$ cat src/sv/bfsa_pkg.sv
// Package: shared types, constants and command codes for the segment allocator.
`timescale 1ns / 1ps
package bfsa_pkg;
   localparam int MAX_SEGMENTS_DEF = 64;
   localparam int HEADER_BYTES_DEF = 16;
   localparam int ADDR_BITS_DEF    = 16;
   localparam int LIMIT_BITS       = 17;
   localparam logic [LIMIT_BITS-1:0] LIMIT_RESET = 17'h10000;

   typedef enum logic [1:0] {
      CMD_ALLOC = 2'd0,
      CMD_FREE  = 2'd1,
      CMD_CLEAR = 2'd2,
      CMD_BAD   = 2'd3
   } cmd_type;

   typedef enum logic [1:0] {
      ST_OK       = 2'd0,
      ST_BAD_SIZE = 2'd1,
      ST_NO_SPACE = 2'd2,
      ST_NOT_FOUND = 2'd3
   } status_type;

   typedef struct packed {
      logic [1:0]  cmd;
      logic [15:0] req_size;
      logic [15:0] block_addr;
   } req_type;

   typedef struct packed {
      logic [15:0] payload_addr;
      logic [1:0]  status;
   } rsp_type;
endpackage

$ cat src/sv/bfsa_ram.sv
// Generic RAM with one write port and one registered read port.
`timescale 1ns / 1ps
module bfsa_ram #(
   parameter int WIDTH = 8,
   parameter int DEPTH = 64
) (
   input  logic                     clock,
   input  logic                     wr_en,
   input  logic [$clog2(DEPTH)-1:0] wr_addr,
   input  logic [WIDTH-1:0]         wr_data,
   input  logic [$clog2(DEPTH)-1:0] rd_addr,
   output logic [WIDTH-1:0]         rd_data
);
   logic [WIDTH-1:0] mem_ff [DEPTH];

   always_ff @(posedge clock) begin
      if (wr_en) begin
         mem_ff[wr_addr] <= wr_data;
      end
      rd_data <= mem_ff[rd_addr];
   end
endmodule

$ cat src/sv/best_fit_segment_allocator_unit.sv
// Top level: best-fit heap segment allocator with split and coalesce.
`timescale 1ns / 1ps
// Usage:
//   Pulse start with a request on req_payload while busy is low. The block
//   raises busy, works the command against its segment table, and shows one
//   response on rsp_payload for exactly one cycle, marked by rsp_valid; busy
//   stays high through that cycle and drops on the next one, so the next
//   request may be taken once busy has dropped. The receiver cannot
//   stall the response.
//   csr_wr_en/csr_wr_data write heap_limit; write only while the block is idle.
// Sequence: allocate does one table scan and a decision step; on a split
//   or an append it then runs a shift pass and writes the new entry (S_PUT),
//   and a reused segment is rewritten (S_FIX). Free scans until it finds the
//   block (else it answers not found), then runs a compaction pass which
//   merges free neighbors while copying down, and a flush step. Every command
//   ends with the response states S_RSP and S_DONE; clear and a rejected
//   request go straight to them. Every step goes through one table RAM that
//   reads one entry a cycle with a registered read.
// Reset (synchronous): seg_count and heap_top clear, heap_limit returns to 65536; the table RAM
//   keeps no reset, since only entries below seg_count are read.
module best_fit_segment_allocator_unit #(
   parameter int MAX_SEGMENTS = bfsa_pkg::MAX_SEGMENTS_DEF,
   parameter int HEADER_BYTES = bfsa_pkg::HEADER_BYTES_DEF,
   parameter int ADDR_BITS    = bfsa_pkg::ADDR_BITS_DEF
) (
   input  logic                      clock,
   input  logic                      reset,
   input  logic                      start,
   output logic                      busy,
   input  bfsa_pkg::req_type         req_payload,
   output logic                      rsp_valid,
   output bfsa_pkg::rsp_type         rsp_payload,
   input  logic                      csr_wr_en,
   input  logic [bfsa_pkg::LIMIT_BITS-1:0] csr_wr_data
);
   import bfsa_pkg::*;

   localparam int IW = $clog2(MAX_SEGMENTS);
   localparam int CW = $clog2(MAX_SEGMENTS + 1);
   // segment entry: start(18) size(18) free(1); widths cover sums past 16 bits
   localparam int VW = 18;
   localparam int EW = 2 * VW + 1;
   localparam logic [VW-1:0] HDR = VW'(HEADER_BYTES);

   typedef enum logic [9:0] {
      S_IDLE  = 10'b0000000001,
      S_SCAN  = 10'b0000000010,  // issue reads of the table
      S_PICK  = 10'b0000000100,  // decide after the scan
      S_SHIFT = 10'b0000001000,  // move entries up by one, from the top
      S_PUT   = 10'b0000010000,  // write the inserted entry
      S_FIX   = 10'b0000100000,  // rewrite the chosen entry
      S_COMP  = 10'b0001000000,  // compaction pass for free
      S_CFLUSH = 10'b0010000000, // write last merged entry
      S_DONE  = 10'b0100000000,
      S_RSP   = 10'b1000000000
   } state_type;

   typedef struct packed {
      logic [VW-1:0] start;
      logic [VW-1:0] size;
      logic          free;
   } ent_type;

   state_type state_ff, state_in;
   req_type   req_ff, req_in;
   rsp_type   rsp_ff, rsp_in;
   logic [CW-1:0] count_ff, count_in;
   logic [VW-1:0] top_ff, top_in;
   logic [LIMIT_BITS-1:0] limit_ff;
   logic [CW-1:0] ptr_ff, ptr_in;     // read pointer
   logic [CW-1:0] wptr_ff, wptr_in;   // write pointer for compaction
   logic          rv_ff, rv_in;       // read data valid next cycle
   logic [CW-1:0] rix_ff, rix_in;     // index of data arriving
   logic          found_ff, found_in;
   logic [IW-1:0] best_ff, best_in;
   ent_type       bent_ff, bent_in;
   ent_type       acc_ff, acc_in;     // entry being merged
   logic          accv_ff, accv_in;
   ent_type       ins_ff, ins_in;     // entry to insert
   logic [CW-1:0] insk_ff, insk_in;   // insert position
   // remember whether the allocate split, for the entry rewrite
   logic          split_ff, split_in;

   logic          wr_en;
   logic [IW-1:0] wr_addr, rd_addr;
   ent_type       wr_data, rd_data;
   logic [EW-1:0] rd_raw;

   bfsa_ram #(.WIDTH(EW), .DEPTH(MAX_SEGMENTS)) u_table (
      .clock(clock), .wr_en(wr_en), .wr_addr(wr_addr), .wr_data(EW'(wr_data)),
      .rd_addr(rd_addr), .rd_data(rd_raw)
   );
   assign rd_data = ent_type'(rd_raw);

   // effective limit: min(limit, 65536, 2^ADDR_BITS); the limit is capped at 65536 here
   logic [VW-1:0] eff_limit;
   always_comb begin
      eff_limit = (VW'(limit_ff) > VW'(17'h10000)) ? VW'(17'h10000) : VW'(limit_ff);
      if (ADDR_BITS < 17 && eff_limit > (VW'(1) << ADDR_BITS)) begin
         eff_limit = VW'(1) << ADDR_BITS;
      end
   end

   always_ff @(posedge clock) begin
      if (reset) begin
         limit_ff <= LIMIT_RESET;
      end else if (csr_wr_en) begin
         limit_ff <= csr_wr_data;
      end
   end

   logic [VW-1:0] req_sz, left_sz, end_addr;
   assign req_sz   = VW'(req_ff.req_size);
   assign left_sz  = bent_ff.size - req_sz;
   assign end_addr = acc_ff.start + HDR + acc_ff.size;

   always_comb begin
      state_in = state_ff;
      req_in   = req_ff;
      rsp_in   = rsp_ff;
      count_in = count_ff;
      top_in   = top_ff;
      ptr_in   = ptr_ff;
      wptr_in  = wptr_ff;
      rv_in    = 1'b0;
      rix_in   = ptr_ff;
      found_in = found_ff;
      best_in  = best_ff;
      bent_in  = bent_ff;
      acc_in   = acc_ff;
      accv_in  = accv_ff;
      ins_in   = ins_ff;
      insk_in  = insk_ff;
      wr_en    = 1'b0;
      wr_addr  = IW'(wptr_ff);
      wr_data  = acc_ff;
      rd_addr  = IW'(ptr_ff);
      case (state_ff)
         S_IDLE: begin
            if (start) begin
               req_in   = req_payload;
               ptr_in   = '0;
               wptr_in  = '0;
               found_in = 1'b0;
               accv_in  = 1'b0;
               rsp_in   = '{payload_addr: '0, status: ST_OK};
               case (cmd_type'(req_payload.cmd))
                  CMD_ALLOC: begin
                     if (req_payload.req_size == '0) begin
                        rsp_in.status = ST_BAD_SIZE;
                        state_in = S_RSP;
                     end else begin
                        state_in = S_SCAN;
                     end
                  end
                  CMD_FREE: state_in = S_SCAN;
                  CMD_CLEAR: begin
                     count_in = '0;
                     top_in   = '0;
                     state_in = S_RSP;
                  end
                  default: begin
                     rsp_in.status = ST_BAD_SIZE;
                     state_in = S_RSP;
                  end
               endcase
            end
         end
         S_SCAN: begin
            // issue read of ptr, check data of previous read
            if (ptr_ff < count_ff) begin
               rv_in  = 1'b1;
               ptr_in = ptr_ff + 1'b1;
            end
            if (rv_ff) begin
               if (req_ff.cmd == CMD_ALLOC) begin
                  if (rd_data.free && rd_data.size >= req_sz &&
                      (!found_ff || rd_data.size < bent_ff.size)) begin
                     found_in = 1'b1;
                     best_in  = IW'(rix_ff);
                     bent_in  = rd_data;
                  end
               end else if (rd_data.start + HDR == VW'(req_ff.block_addr)) begin
                  // mark free, then compact the whole table from index 0
                  found_in = 1'b1;
                  best_in  = IW'(rix_ff);
                  wr_en    = 1'b1;
                  wr_addr  = IW'(rix_ff);
                  wr_data  = '{start: rd_data.start, size: rd_data.size, free: 1'b1};
                  ptr_in   = '0;
                  wptr_in  = '0;
                  rv_in    = 1'b0;
                  state_in = S_COMP;
               end
            end
            if (state_in == S_SCAN && !rv_in && !(ptr_ff < count_ff)) begin
               state_in = S_PICK;
            end
         end
         S_PICK: begin
            if (req_ff.cmd == CMD_FREE) begin
               rsp_in.status = ST_NOT_FOUND;
               state_in = S_RSP;
            end else if (found_ff) begin
               rsp_in.payload_addr = 16'(bent_ff.start + HDR);
               if (left_sz >= HDR && count_ff < CW'(MAX_SEGMENTS)) begin
                  ins_in  = '{start: bent_ff.start + HDR + req_sz,
                              size: left_sz - HDR, free: 1'b1};
                  insk_in = CW'(best_ff) + 1'b1;
                  ptr_in  = count_ff;
                  state_in = S_SHIFT;
               end else begin
                  state_in = S_FIX;
               end
            end else if (count_ff >= CW'(MAX_SEGMENTS) ||
                         top_ff + HDR + req_sz > eff_limit) begin
               rsp_in.status = ST_NO_SPACE;
               state_in = S_RSP;
            end else begin
               rsp_in.payload_addr = 16'(top_ff + HDR);
               ins_in  = '{start: top_ff, size: req_sz, free: 1'b0};
               insk_in = count_ff;
               top_in  = top_ff + HDR + req_sz;
               ptr_in  = count_ff;
               state_in = S_SHIFT;
            end
         end
         S_SHIFT: begin
            // ptr is the destination; read ptr-1, write on arrival
            if (rv_ff) begin
               wr_en   = 1'b1;
               wr_addr = IW'(rix_ff + 1'b1);
               wr_data = rd_data;
            end
            if (ptr_ff > insk_ff) begin
               rd_addr = IW'(ptr_ff - 1'b1);
               rv_in   = 1'b1;
               rix_in  = ptr_ff - 1'b1;
               ptr_in  = ptr_ff - 1'b1;
            end else if (!rv_ff) begin
               state_in = S_PUT;
            end
         end
         S_PUT: begin
            wr_en    = 1'b1;
            wr_addr  = IW'(insk_ff);
            wr_data  = ins_ff;
            count_in = count_ff + 1'b1;
            state_in = (found_ff) ? S_FIX : S_RSP;
         end
         S_FIX: begin
            // shrink to the request on a split, else give out the whole segment
            wr_en   = 1'b1;
            wr_addr = best_ff;
            wr_data = '{start: bent_ff.start,
                        size: split_ff ? req_sz : bent_ff.size,
                        free: 1'b0};
            state_in = S_RSP;
         end
         S_COMP: begin
            // stream every entry through a merge accumulator
            if (ptr_ff < count_ff) begin
               rv_in  = 1'b1;
               ptr_in = ptr_ff + 1'b1;
            end
            if (rv_ff) begin
               if (accv_ff && acc_ff.free && rd_data.free && end_addr == rd_data.start) begin
                  acc_in.size = acc_ff.size + HDR + rd_data.size;
               end else begin
                  if (accv_ff) begin
                     wr_en   = 1'b1;
                     wr_addr = IW'(wptr_ff);
                     wr_data = acc_ff;
                     wptr_in = wptr_ff + 1'b1;
                  end
                  acc_in  = (IW'(rix_ff) == best_ff) ?
                            '{start: rd_data.start, size: rd_data.size, free: 1'b1} : rd_data;
                  accv_in = 1'b1;
               end
            end else if (!(ptr_ff < count_ff)) begin
               state_in = S_CFLUSH;
            end
         end
         S_CFLUSH: begin
            wr_en    = accv_ff;
            wr_addr  = IW'(wptr_ff);
            wr_data  = acc_ff;
            count_in = wptr_ff + CW'(accv_ff);
            state_in = S_RSP;
         end
         S_RSP: state_in = S_DONE;
         S_DONE: state_in = S_IDLE;
         default: state_in = S_IDLE;
      endcase
   end

   assign split_in = (state_ff == S_PICK) ? (state_in == S_SHIFT && found_ff) : split_ff;

   always_ff @(posedge clock) begin
      if (reset) begin
         state_ff <= S_IDLE;
         count_ff <= '0;
         top_ff   <= '0;
         rv_ff    <= 1'b0;
         split_ff <= 1'b0;
      end else begin
         state_ff <= state_in;
         count_ff <= count_in;
         top_ff   <= top_in;
         rv_ff    <= rv_in;
         split_ff <= split_in;
      end
   end

   always_ff @(posedge clock) begin
      req_ff   <= req_in;
      rsp_ff   <= rsp_in;
      ptr_ff   <= ptr_in;
      wptr_ff  <= wptr_in;
      rix_ff   <= rix_in;
      found_ff <= found_in;
      best_ff  <= best_in;
      bent_ff  <= bent_in;
      acc_ff   <= acc_in;
      accv_ff  <= accv_in;
      ins_ff   <= ins_in;
      insk_ff  <= insk_in;
   end

   assign busy        = (state_ff != S_IDLE);
   assign rsp_valid   = (state_ff == S_DONE);
   assign rsp_payload = rsp_ff;

   a_count: assert property (@(posedge clock) disable iff (reset)
      count_ff <= CW'(MAX_SEGMENTS)) else $error("segment count overflow");
   a_rsp_busy: assert property (@(posedge clock) disable iff (reset)
      rsp_valid |-> busy) else $error("response outside a command");
   a_one_rsp: assert property (@(posedge clock) disable iff (reset)
      rsp_valid |=> !rsp_valid) else $error("response repeated");
   a_start: assert property (@(posedge clock) disable iff (reset)
      (start && !busy) |=> busy) else $error("request not taken");
endmodule
$ cat config.mk
export PLATFORM = sky130hd
export DESIGN_NAME = best_fit_segment_allocator_unit
export DESIGN_NICKNAME = d
export VERILOG_FILES = /design/src/sv/bfsa_pkg.sv /design/src/sv/bfsa_ram.sv /design/src/sv/best_fit_segment_allocator_unit.sv
export SDC_FILE = /design/constraint.sdc
export NUM_CORES = 2
export LEC_CHECK = 0
export ABC_AREA = 1
export BUFFER_PORTS_ARGS = -buffer_cell sky130_fd_sc_hd__buf_2
export CORE_AREA = 2 2 524 370
export CTS_BUF_LIST = sky130_fd_sc_hd__clkbuf_16
export CTS_CLUSTER_SIZE = 24
export DETAILED_ROUTE_END_ITERATION = 6
export DIE_AREA = 0 0 526 372
export PLACE_DENSITY = 0.77
export SYNTH_ARGS = -nofsm -noshare
export SYNTH_HDL_FRONTEND = slang
export SYNTH_SLANG_ARGS = --single-unit
$ cat constraint.sdc
create_clock -name clock -period 7.1 [get_ports clock]
set_input_delay 0.355 -clock clock [delete_from_list [all_inputs] [get_ports clock]]
set_output_delay 0.355 -clock clock [all_outputs]
set_load 0.05 [all_outputs]
# Word-level counts from Yosys, hierarchy flattened
# Memories as Yosys holds them, arrays and structs flattened. A register that Yosys moved wholly into a read port is not among the register bits.
# Cells that the tools add are included.
# op_classes
add_sub_neg,18
order_cmp,10
eq_ne,39
n_mux,106
n_bitwise,2
n_reduce_logical,41
# ops
operator,count
37-bit two-way mux,7
10-bit two-way mux,15
37-bit one-hot mux with 4 select lines,1
18-bit two-way mux,8
7-bit two-way mux,20
"18-bit by 5-bit adder with 18-bit output, second input constant",5
10-bit one-hot mux with 8 select lines,1
18-bit one-hot mux with 2 select lines,2
6-bit two-way mux,11
16-bit two-way mux,3
7-bit one-hot mux with 3 select lines,2
18-bit by 16-bit adder with 18-bit output,2
18-bit adder,2
7-bit one-hot mux with 5 select lines,1
"17-bit > comparator, second input constant",2
17-bit two-way mux,2
6-bit one-hot mux with 4 select lines,1
4-bit AND reduction,6
1-bit two-way mux,23
"2-bit != test, second input constant",11
"7-bit by 1-bit adder with 7-bit output, second input constant",3
"10-bit by 2-bit equality test with 1-bit output, second input constant",2
"10-bit by 4-bit equality test with 1-bit output, second input constant",2
10-bit one-hot mux with 2 select lines,1
49 further kinds,83
# totals
reg_bits,251
mem_bits_rw,2368
input_bits,55
out_inout_bits,20
n_memories,1
# mem_list
name,words,width,rd,rd_ports_with_merged_regs,wr,line_no,rtl
u_table.mem_ff,64,37,1,1,1,bfsa_ram.sv:14,logic [WIDTH-1:0] mem_ff [DEPTH];

# Depth between registers and ports, before layout
# logic_depth
ltp_word,13
ltp_mapped,32
depth_no_buf,31

# Modules after synthesis
# Synthesis repeated with hierarchy kept, for this count alone.
# hier_totals
cells_unflattened,10478
hier_area_um2,116085.1
# modules_own_cells
module,instances,cells_each,area_per_inst_um2
bfsa_ram,1,7835,95920.7
best_fit_segment_allocator_unit,1,2643,20164.3

# Least setup slack after synthesis
# No wires, ideal clock.
# synth_path
kind,reg-to-reg
startpoint,register acc_ff[2] in the netlist's numbering
endpoint,"memory u_table.mem_ff[17][0] in the netlist's numbering, enable pin"
setup_time_ps,444
arrival_time_ps,4805
slack_ps,1852
path_stages_with_launch,20
n_path_buf,1
synth_period_minus_slack_ps,5248
path_cell_list,edfxtp_1 -> ha_1 -> ha_1 -> inv_1 -> fa_1 -> inv_1 -> nand2_1 -> nand2_1 -> o21ai_0 -> o21ai_0 -> nand3_1 -> nand4_1 -> a21oi_1 -> o21bai_1 -> xor2_1 -> inv_1 -> nand4_1 -> nand2_1 -> buf_2 -> a21oi_1
# synth_via
elab_chain_cells,8
# synth_lines
element,line_no,rtl
"start, declared",best_fit_segment_allocator_unit.sv:77,"ent_type acc_ff, acc_in;"
"start signal, assigned",best_fit_segment_allocator_unit.sv:324,acc_ff <= acc_in;
18-bit adder,best_fit_segment_allocator_unit.sv:115,assign end_addr = acc_ff.start + HDR + acc_ff.size;
18-bit equality test,best_fit_segment_allocator_unit.sv:267,if (accv_ff && acc_ff.free && rd_data.free && end_addr == rd_data.start) begin
1-bit logical AND,best_fit_segment_allocator_unit.sv:267,
1-bit two-way mux,best_fit_segment_allocator_unit.sv:267,
1-bit two-way mux,best_fit_segment_allocator_unit.sv:266,if (rv_ff) begin
1-bit one-hot mux with 5 select lines,best_fit_segment_allocator_unit.sv:138,case (state_ff)
1-bit two-way mux,bfsa_ram.sv:17,if (wr_en) begin
1-bit two-way mux (implied by the code),bfsa_ram.sv:18,mem_ff[wr_addr] <= wr_data;
"end, declared",bfsa_ram.sv:14,
# No other way between the ends.

# Final worst setup path
# layout_path
startpoint,"register u_table.rd_data[23], read port of u_table.mem_ff"
endpoint,"memory u_table.mem_ff[10][3] in the netlist's numbering, enable pin"
# layout_via
elab_chain_cells,8
elab_cells_between_ends,16
# layout_lines
element,line_no,rtl
"start, declared",bfsa_ram.sv:12,output logic [WIDTH-1:0] rd_data
18-bit by 5-bit adder with 18-bit output,best_fit_segment_allocator_unit.sv:183,end else if (rd_data.start + HDR == VW'(req_ff.block_addr)) begin
18-bit by 16-bit equality test with 1-bit output,best_fit_segment_allocator_unit.sv:183,
1-bit two-way mux,best_fit_segment_allocator_unit.sv:183,
1-bit two-way mux,best_fit_segment_allocator_unit.sv:176,if (req_ff.cmd == CMD_ALLOC) begin
1-bit two-way mux,best_fit_segment_allocator_unit.sv:175,if (rv_ff) begin
1-bit one-hot mux with 5 select lines,best_fit_segment_allocator_unit.sv:138,
1-bit two-way mux,bfsa_ram.sv:17,
1-bit two-way mux (implied by the code),bfsa_ram.sv:18,
# Several ways; a longest one is shown, not always the timed one.

==> impl_metrics.csv <==
group,metric,value,unit
clock_network,clockBufferDepth,4,
detailed_routing,drt-total-wl,361000,microns
synthesis,synthesis.area,0.115,sq mm
clock_network,cts_buffers,237,
critical_path,cpPeakStageDelay,0.66,ns
outcome,violations,"design-rule violations",
detailed_routing,drc,2,
critical_path,cp-start-kind,"register",
detailed_routing,drt_iter0_markers,15200,
critical_path,crit_slowest_cell,"nand2_4",
critical_path,critPathMaxFanout,29,
detailed_routing,dr.pass1.iters,7,
layout,final_common_cell,"edfxtp_1",
floorplan,coreArea,0.192,sq mm
clock_network,clkSlewWorstSetupHoldPaths,0.07,ns
global_routing,antenna_found_initial,22,
critical_path,path_buf_inv,2,
floorplan,ios,75,
critical_path,cp.required,7.65,ns
synthesis,ys.flop_type,"edfxtp_1",
critical_path,crit_chain,"ha_1 > nand2_1 > nor2_2 > nand2_1 > nor2_1 > nand3_1 > xor2_1 > nand3_1 > nor2_2 > nand3_1 > nand2_1 > nand2_1 > a21oi_1 > nand2_4 > buf_4 > a21oi_4 > buf_4",
global_routing,gr-total-overflow,0,
timing,holdWs,0.118,ns
timing,max_freq,0.160,GHz
synthesis,synth_edf_count,2559,
global_routing,grt_max_degree,234,
synthesis,synthArstFlopShare,0,%
synthesis,synthesis.nets,9792,
clock_network,clock-sinks,2656,
global_routing,grtUsageMet3,12.8,%
critical_path,crit_family,"simple AND/OR/NAND/NOR gates",
clock_network,root_buffer,"clkbuf_16",
timing,finalMaxSlewViolations,0,
detailed_routing,vias,82700,
detailed_routing,ant_nets,0,
global_routing,met2_usage,50.9,%
clock_network,worst_skew_pair.late_latency,0.90,ns
detailed_routing,wire_per_inst,29.4,microns
floorplan,dieHeight,372,microns
timing,tns,0,ns
critical_path,arrival,6.79,ns
global_routing,track_usage,36.2,%
critical_path,path_class,"register to register",
timing,period_needed,6.24,ns
power,power,38.3,mW
timing,worst_pin_slew,1.40,ns
timing,finClkSkew,0.0460,ns
clock_network,cts_resized,0,
timing,rsz0062_at_grt,"false",
layout,drive_gt1_share,13.0,%
synthesis,synth.avg_cell_area,12.1,sq um
critical_path,critPathMostFrequentCell,"nand2_1",
hold_path,hold_path_class,"input pin to register",
clock_network,cts_htree_levels,4,
global_routing,grt_most_used_layer,"met1",
critical_path,end_kind,"register",
synthesis,postSynthCellCount,9538,
floorplan,initial_core_util,60.3,%
power,powerDensity,298,mW/mm^2
global_routing,grt_pass1_vias,76800,
clock_network,cts_tree,"yes",
timing,finalSetupViolCount,0,
power,leakagePower,42.4,nW
place,gp_congestion,1.01,
synthesis,yosys_register_bits,2656,
place,port_buffers,74,
synthesis,seq_area_frac_synth,68.2,%
timing,finalHoldViolations,0,
timing,slew_headroom,6.46,%
layout,syn_to_final_growth,11.3,%
power,ir_worst_vdd,0.000280,V
outcome,status,"finished, violations left",
floorplan,die_width,526,microns
synthesis,ys_warn_count,0,
timing,finalCritPeriodShare,87.8,%
synthesis,yosysUniqueCellTypes,54,
floorplan,die-area,0.196,sq mm
detailed_routing,via_per_inst,6.72,
place,dp_hpwl,222000,microns
layout,final_cell_mix,"2559 x edfxtp_1, 1294 x nor2_1, 981 x nand3_1",
layout,nNetsFinal,9823,
global_routing,grt_use_met1,52.0,%
floorplan,placementRows,135,
global_routing,grt_pass1_wl,519000,microns
run,cap_violations,0,
[through the flow]
stage | instance area [sq um] | worst slack, ns | instances | util, %
after floorplan | 115000 | 1.85 | 9538 | -
after global placement | 120000 | 1.32 | 11800 | 62.8
after detailed placement | 120000 | 1.21 | 11800 | 62.8
after CTS | 128000 | 1.20 | 12300 | 67.1
after global routing | 129000 | 0.835 | 12300 | 67.1
final | 129000 | 0.864 | 12300 | 67.1
[power breakdown]
part	switching [mW]	total, mW	internal, mW	leakage [nW]
logic	5.66	7.84	2.19	14.7
clock network	5.73	12.8	7.08	3.87
registers	0.391	17.6	17.3	23.9
[cell usage after synthesis, types with 8 or more instances]
master     count  area share (%)
a2111oi_0     16            0.12
a211oi_1       8           0.052
a21oi_1      254             1.1
a221oi_1      10           0.076
a31oi_1       31            0.17
buf_1         51            0.17
buf_2        127            0.55
clkbuf_1     420             1.4
dfxtp_1       97             1.7
edfxtp_1    2559              67
ha_1         194             2.1
inv_1        303            0.98
inv_2         12           0.039
nand2_1      560             1.8
nand3_1      981             4.3
nand3b_1       8           0.052
nand4_1       30            0.16
nor2_1      1297             4.2
nor2_2        15           0.081
nor3_1        54            0.23
nor4_1        13           0.070
o211ai_1     899             5.8
o21ai_0      781             3.4
o221ai_1      10           0.076
o22ai_1       15           0.081
o32ai_1       15            0.11
or2_0         97            0.53
or2_2        469             2.5
xnor2_1       45            0.34
xor2_1        82            0.62
[worst min-delay path: stages]
cell	delay [ns]
buf_2	0.20
clkinv_1	0.30
a21oi_1	0.11
[cell families after synthesis]
| kind of cell | count (synthesis) | share of synthesized area [%] |
|---|---|---|
| compound gates | 2087 | 11.4 |
| xor+xnor | 127 | 0.963 |
| fa+ha+maj | 199 | 2.19 |
| buf+inv | 927 | 3.17 |
| flops | 2656 | 68.2 |
| simple gates | 3542 | 14.1 |
[layer usage]
metal	up-vias	share of wire, %	wire length (microns)
met5	-	0.051	184
met4	8	4.2	15300
met3	822	16	59500
met2	6535	42	151000
met1	40100	38	136000
li1	35300	-	-
[worst paths after layout]
kind                        from                     to  slack (ns)  depth (start not counted)
max reg2reg  u_table.rd_data[23]  u_table.mem_ff[10][3]        0.86                         17
min reg2reg          count_ff[6]            count_ff[6]        0.49                          2
max          u_table.rd_data[23]  u_table.mem_ff[10][3]        0.86                         17
min                    csr_wr_en            limit_ff[0]        0.12                          3
[flip-flops by register name, summed over array words and instances, names as in the netlist, 10 cells and up]
name             flops
u_table.mem_ff    2368
acc_ff              37
ins_ff              37
u_table.rd_data     37
bent_ff             36
req_ff              34
rsp_payload         18
top_ff              18
limit_ff            17
state_ff            10
[what timing repair did]
action	4_1_cts	5_1_grt
hold buffers	70	0
endpoints found under the hold margin	55	0
buffers inserted	0	0
[layout make-up]
| class | count | area (sq um) |
|---|---|---|
| inverter | 320 | 1230 |
| clock buffer | 240 | 6010 |
| clock inverter | 186 | 1550 |
| sequential | 2656 | 78800 |
| timing repair buffer | 399 | 3440 |
| multi-input combinational | 5955 | 34400 |
| antenna | 11 | 27.5 |
| fill | 13400 | 63000 |
| tap | 2534 | 3170 |
Note: power is estimated with default switching activity, not from simulation.
